## config.mk

```make
export PLATFORM = sky130hd
export DESIGN_NAME = ppps_ctrl
export DESIGN_NICKNAME = d
export VERILOG_FILES = /design/src/rtl/ppps_pkg.sv /design/src/rtl/ppps_ctrl.sv
export SDC_FILE = /design/constraint.sdc
export NUM_CORES = 1
export LEC_CHECK = 0
export BUFFER_PORTS_ARGS = -buffer_cell sky130_fd_sc_hd__clkbuf_2
export CORE_UTILIZATION = 44
export DETAILED_ROUTE_END_ITERATION = 6
export PLACE_DENSITY = 0.8
export SLEW_MARGIN = 20
export SYNTH_ARGS = -nofsm -noshare
export SYNTH_HDL_FRONTEND = slang
export SYNTH_SLANG_ARGS = --single-unit
```

## constraint.sdc

```tcl
create_clock -name clock -period 1.38 [get_ports clock]
set_input_delay 0.138 -clock clock [delete_from_list [all_inputs] [get_ports clock]]
set_output_delay 0.138 -clock clock [all_outputs]
set_load 0.05 [all_outputs]
```

## src/rtl/ppps_pkg.sv

```systemverilog
// types and constants for the particle pool physics step block
// no dependencies
package ppps_pkg;

   typedef enum logic [1:0] {
      CMD_TICK  = 2'd0,
      CMD_SPAWN = 2'd1,
      CMD_START = 2'd2,
      CMD_STOP  = 2'd3
   } cmd_type;

   localparam logic [2:0] CSR_ACCEL_X     = 3'd0;
   localparam logic [2:0] CSR_ACCEL_Y     = 3'd1;
   localparam logic [2:0] CSR_COLOR_BEGIN = 3'd2;
   localparam logic [2:0] CSR_COLOR_FINAL = 3'd3;
   localparam logic [2:0] CSR_SIZE_BEGIN  = 3'd4;
   localparam logic [2:0] CSR_SIZE_FINAL  = 3'd5;
   localparam logic [2:0] CSR_EMIT_RATE   = 3'd6;

   localparam logic [15:0] RST_ACCEL_X     = 16'd0;
   localparam logic [15:0] RST_ACCEL_Y     = 16'd10;
   localparam logic [7:0]  RST_COLOR_BEGIN = 8'd1;
   localparam logic [7:0]  RST_COLOR_FINAL = 8'd0;
   localparam logic [7:0]  RST_SIZE_BEGIN  = 8'd1;
   localparam logic [7:0]  RST_SIZE_FINAL  = 8'd1;
   localparam logic [15:0] RST_EMIT_RATE   = 16'd5;

   // quotient bits of one interpolation division
   localparam int DIV_STEPS = 8;

   typedef struct packed {
      logic [23:0] pos_x;
      logic [23:0] pos_y;
      logic [15:0] vel_x;
      logic [15:0] vel_y;
      logic [15:0] life;
      logic [15:0] total;
      logic [7:0]  color;
      logic [7:0]  size;
   } entry_type;

   typedef struct packed {
      logic tick_start;
      logic do_spawn;
      logic do_start;
      logic do_stop;
      logic rd_en;
      logic rd_sel_out;
      logic calc;
      logic skip;
      logic mul;
      logic div_step;
      logic wr_back;
      logic commit;
      logic load_particle;
      logic load_summary;
   } dp_cmd_type;

   typedef struct packed {
      logic i_end;
      logic j_end;
      logic survive;
      logic out_free;
   } dp_status_type;

endpackage

```

## src/rtl/ppps_ctrl.sv

```systemverilog
// controller state machine sequencing commands, tick pass and output pass
// depends on ppps_pkg
module ppps_ctrl
   import ppps_pkg::*;
(
   input  logic          clock,
   input  logic          reset,
   input  logic          req_tvalid,
   output logic          req_tready,
   input  logic [1:0]    req_tuser,
   output dp_cmd_type    cmd,
   input  dp_status_type status
);
   localparam int DCW = $clog2(DIV_STEPS);

   typedef enum logic [9:0] {
      S_IDLE = 10'b00_0000_0001,
      S_RD   = 10'b00_0000_0010,
      S_CALC = 10'b00_0000_0100,
      S_MUL  = 10'b00_0000_1000,
      S_DIV  = 10'b00_0001_0000,
      S_WR   = 10'b00_0010_0000,
      S_ORD  = 10'b00_0100_0000,
      S_OVAL = 10'b00_1000_0000,
      S_SUM  = 10'b01_0000_0000,
      S_HOLD = 10'b10_0000_0000
   } state_type;

   state_type      state_ff, state_in;
   logic [DCW-1:0] dcnt_ff, dcnt_in;
   cmd_type        op;

   assign op         = cmd_type'(req_tuser);
   assign req_tready = (state_ff == S_IDLE);

   always_comb begin
      state_in = state_ff;
      dcnt_in  = dcnt_ff;
      cmd      = '0;
      case (state_ff)
         S_IDLE: begin
            if (req_tvalid) begin
               case (op)
                  CMD_TICK: begin
                     cmd.tick_start = 1'b1;
                     state_in       = S_RD;
                  end
                  CMD_SPAWN: begin
                     cmd.do_spawn = 1'b1;
                     state_in     = S_SUM;
                  end
                  CMD_START: begin
                     cmd.do_start = 1'b1;
                     state_in     = S_SUM;
                  end
                  CMD_STOP: begin
                     cmd.do_stop = 1'b1;
                     state_in    = S_SUM;
                  end
                  default: state_in = S_IDLE;
               endcase
            end
         end
         S_RD: begin
            if (status.i_end) begin
               cmd.commit = 1'b1;
               state_in   = S_ORD;
            end else begin
               cmd.rd_en = 1'b1;
               state_in  = S_CALC;
            end
         end
         S_CALC: begin
            cmd.calc = 1'b1;
            if (status.survive) begin
               state_in = S_MUL;
            end else begin
               cmd.skip = 1'b1;
               state_in = S_RD;
            end
         end
         S_MUL: begin
            cmd.mul  = 1'b1;
            dcnt_in  = '0;
            state_in = S_DIV;
         end
         S_DIV: begin
            cmd.div_step = 1'b1;
            dcnt_in      = dcnt_ff + DCW'(1);
            if (dcnt_ff == DCW'(DIV_STEPS - 1)) begin
               state_in = S_WR;
            end
         end
         S_WR: begin
            cmd.wr_back = 1'b1;
            state_in    = S_RD;
         end
         S_ORD: begin
            if (status.j_end) begin
               state_in = S_SUM;
            end else begin
               cmd.rd_en      = 1'b1;
               cmd.rd_sel_out = 1'b1;
               state_in       = S_OVAL;
            end
         end
         S_OVAL: begin
            if (status.out_free) begin
               cmd.load_particle = 1'b1;
               state_in          = S_ORD;
            end
         end
         S_SUM: begin
            if (status.out_free) begin
               cmd.load_summary = 1'b1;
               state_in         = S_HOLD;
            end
         end
         S_HOLD: begin
            // summary now in the output register, ready for the next beat
            state_in = S_IDLE;
         end
         default: state_in = S_IDLE;
      endcase
   end

   always_ff @(posedge clock) begin
      if (reset) begin
         state_ff <= S_IDLE;
         dcnt_ff  <= '0;
      end else begin
         state_ff <= state_in;
         dcnt_ff  <= dcnt_in;
      end
   end
endmodule

```

==> out/qor.txt, run 1 <==
outcome = did not finish
Halt Stage = clock tree synthesis
tool error = [ERROR DPL-0038] Utilization greater than 100%, impossible to legalize
Die Height = 44.5 um
Syn Inst Count = 90
mux cell area share after synthesis = 0
dpl hpwl = 2030 um
compound-cell area share of the yosys netlist = 0.176
Starting Density = 0.498
TritonCTS Buffers = 3
gpl congestion = 0.917
setup bufs post-CTS = 21
ys async rst share = 0
Die Width = 44.5 um
number of synthesized flops with an enable pin = 0
Yosys reg bits = 13
Synth Net Count = 101
Seq/Total Area, Yosys = 0.328
Top FF cell, synth = dfxtp_1
post-synthesis cell type count = 38
largest family of logic cells by synthesized area = simple AND/OR/NAND/NOR gates
Synth Area per Inst = 8.83 um2
area share of and/or/nand/nor cells after synthesis = 0.395
hold bufs inserted after CTS = 0
Yosys warnings = 0
root buffer cell = clkbuf_4
Synth Cell Area = 795 um2
# IOs = 24
Core Rows = 14
PortBufs = 23
XOR/XNOR Fraction of Synth Area = 0.0110
Clock Path Buffers = 2
CTS H-tree lvls = 1
CTS Sinks = 13
Synth Area in Adders = 0.0315
Post-CTS Resized = 83
==> synth_stat cells (2+ instances only) <==
cell type,instances,share of area
a21oi_1,6,0.038
a22oi_1,2,0.019
and4b_1,2,0.025
dfxtp_1,13,0.33
ha_1,2,0.031
inv_1,8,0.038
nand2_1,2,0.0095
nand2b_1,2,0.016
nand3_1,4,0.025
nand4b_1,3,0.033
nor2_1,12,0.057
nor3_1,3,0.019
nor3b_1,3,0.028
nor4_1,3,0.024
nor4_4,2,0.054
==> kinds of logic after synthesis <==
kind of cell | count (synthesis)
adder cells (fa/ha/maj) | 2
AND/OR/NAND/NOR | 46
buffers and inverters | 11
AO/OA/AOI/OAI | 17
flip-flops | 13
XOR/XNOR | 1
==> stage by stage <==
step	TNS [ps]	setup WS, ps	std cells	instance area (um2)	hold slack, ps
after detailed placement	-6750	-335	156	1200	390
after global placement	-5110	-286	156	1200	386
after floorplan	-3000	-468	90	926	217
==> run 2: changes to the inputs <==
--- a/config.mk
+++ b/config.mk
@@ -6,9 +6,10 @@
 export NUM_CORES = 1
 export LEC_CHECK = 0
 export BUFFER_PORTS_ARGS = -buffer_cell sky130_fd_sc_hd__clkbuf_2
-export CORE_UTILIZATION = 44
+export CORE_AREA = 2 2 63 65
 export DETAILED_ROUTE_END_ITERATION = 6
-export PLACE_DENSITY = 0.8
+export DIE_AREA = 0 0 65 67
+export PLACE_DENSITY_LB_ADDON = 0.15
 export SLEW_MARGIN = 20
 export SYNTH_ARGS = -nofsm -noshare
 export SYNTH_HDL_FRONTEND = slang
==> constraint.sdc (replaced) <==
create_clock -name clock -period 1.8 [get_ports clock]
set_input_delay 0.18 -clock clock [delete_from_list [all_inputs] [get_ports clock]]
set_output_delay 0.18 -clock clock [all_outputs]
set_load 0.05 [all_outputs]
==> out/qor.txt, run 2 <==
vias post-DR = 882
Final Worst Setup Slack = -77.4 ps
layout cells sized above 1 = 0.667
Core Rows = 22
global-route wire length before repair = 4020 um
post-synthesis cell type count = 38
most frequent cell after synthesis = dfxtp_1
Max FO, Critical Path = 3
area leader, netlist = dfxtp_1
Worst VDD drop = 459 uV
commonest non-fill, non-tap cell in the layout = buf_4
root buffer cell = clkbuf_8
drt first pass iters = 4
Area Overhead vs Synth = 87.1%
met3 GRT Util = 0.0524
Post-Place Worst Slack = 8.27 ps
Comb pwr share = 0.483
RSZ-0062 raised after global routing = true
Clock Path Buffers = 2
Top Registers = state_ff (10), dcnt_ff (3)
sw frac = 0.377
largest net degree at the start of global routing = 10
Synth Cell Area = 795 um2
Largest register FFs = 10
Die Height = 67 um
final cell count without fillers = 189
GRT overflow = 0
HP Class = input port to flip-flop
PortBufs = 23
Routed Antenna Nets = 0
outcome = complete, but fails checks
initial antenna violation count = 0
Core Area = 3610 um2
Largest Register = state_ff
Final Hold Fails = 0
Hold EP = state_ff[2]$_SDFFE_PP0P_
final setup TNS = -176 ps
Cell Int Power = 739 uW
Yosys reg bits = 13
met2 usage = 0.211
HP Start = status[3]
most frequent cells in the layout = buf_4 (26), buf_8 (10), clkbuf_2 (9)
Clock Skews = 4.40 ps
leakage power = 0.000715 uW
Iter 0 DRT Violations = 20
ys async rst share = 0
CP Data Arrival Time = 1700 ps
share of the synthesized area in the top cell type = 0.328
most frequent cells after synthesis = dfxtp_1 (13), nor2_1 (12), inv_1 (8)
# diodes = 0
number of max-cap violations = 0
clock share of power = 0.227
Syn Inst Count = 90
part of the cycle the worst path needs = 1.04
failing checks = setup timing
GR peak layer = met2
Reg power frac = 0.290
Clock Latency Late Sink = 250 ps
placed cell count = 171
# IOs = 24
Yosys warnings = 0
M1 GR Usage = 0.140
clock-pin slew on the worst setup and hold paths = 60 ps
WL per Instance = 13.9 um
Layout Utilization = 0.412
Critical Path RT = 1620 ps
Synth Area per Inst = 8.83 um2
crit end category = primary output
worst-case reg-to-reg path depth = 8
Starting Density = 0.220
P_sw = 448 uW
Die Width = 65 um
Period minus WS final = 1880 ps
gpl congestion = 0.769
CTS Sinks = 13
hold depth = 2
fin nets = 153
Max Fclk = 533 MHz
hold bufs inserted after CTS = 0
GRT Util Overall = 0.126
Seq/Total Area, Yosys = 0.328
measured slew at the worst slew-check pin = 374 ps
# DRC = 0
# fillers = 346
Worst setup SP type = flip-flop
top area cells in the synthesized netlist = dfxtp_1 (33%), nor2_1 (5.7%), nor4_4 (5.4%)
worst r2r src = state_ff[9]$_SDFFE_PP0P_
final setup fails = 6
Slew headroom = 0.748
Synth Net Count = 101
dpl hpwl = 1850 um
vias per cell = 4.67
Routed WL = 2630 um
worst reg-to-reg setup slack = 40 ps
CTS H-tree lvls = 1
CTS tree = built
TritonCTS Buffers = 3
Pwr per Cell Area = 798 nW/um2
number of global-route vias before repair = 848
reg-to-reg endpoint = state_ff[1]$_SDFFE_PP0P_
die footprint = 4360 um2
Top FF cell, synth = dfxtp_1
Slew Viols, Final = 0
Worst Setup Path Type = flip-flop to primary output
number of synthesized flops with an enable pin = 0
-- run 2: worst max path at each step --
stage	from	endpoint	cells past startpoint
after floorplan	state_ff[8]$_SDFFE_PP0P_	cmd[12]	5
after global placement	state_ff[4]$_SDFFE_PP0P_	state_ff[6]$_SDFFE_PP0P_	6
after detailed placement	state_ff[4]$_SDFFE_PP0P_	cmd[12]	5
after CTS	state_ff[7]$_SDFFE_PP0P_	cmd[12]	5
after global routing	state_ff[4]$_SDFFE_PP0P_	cmd[11]	5
final	state_ff[9]$_SDFFE_PP0P_	cmd[11]	5
-- run 2: metrics by stage --
stage	instance area, um2	hold WS (ps)	total power, uW
floorplan	865	259	691
global placement	1110	391	767
detailed placement	1110	400	767
CTS	1350	134	1110
global route	1490	130	1250
finish	1490	125	1190
-- run 2: critical path: stages, from the launching register on --
cell and delay (ps):
dfxtp_4 360, nor4_4 250, and4b_2 350, nand2_8 80
nor3b_4 220, buf_8 180
-- run 2: cell type report --
type / instances / area, um2 / area share
inverter: 9 / 33.8 / 0.0227
timing repair buffer: 49 / 445 / 0.300
tap: 48 / 60.1 / 0.0404
multi-input combinational: 66 / 621 / 0.418
sequential: 13 / 282 / 0.189
clock buffer: 4 / 45.0 / 0.0303
-- run 2: logic make-up (layout without fill, tap and decap cells) --
group / after synthesis / count (layout) / synth area share
AO/OA/AOI/OAI: 17 / 17 / 0.176
XOR/XNOR: 1 / 1 / 0.0110
adder cells (fa/ha/maj): 2 / 2 / 0.0315
buffers and inverters: 11 / 62 / 0.0583
flip-flops: 13 / 13 / 0.328
AND/OR/NAND/NOR: 46 / 46 / 0.395
-- run 2: power by group through the flow --
stage	sequential (uW)	combinational [uW]	clock [uW]
4_1_cts	341	486	280
3_3_place_gp	340	427	0
6_report	344	573	269
3_5_place_dp	341	426	0
2_1_floorplan	334	357	0
5_1_grt	345	614	293
-- run 2: per-layer routing --
| layer | vias up | share of wire |
|---|---|---|
| met5 | - | 0 |
| met4 | 0 | 0.019 |
| met3 | 6 | 0.038 |
| met2 | 21 | 0.50 |
| met1 | 421 | 0.44 |
| li1 | 434 | - |
-- run 2: timing repair --
action                                  4_1_cts  5_1_grt
pin swaps                                     8        8
gates resized for setup                      37       34
endpoints found under the setup margin       13       20
buffers inserted                              6        8
(Power assumes the default switching activity.)
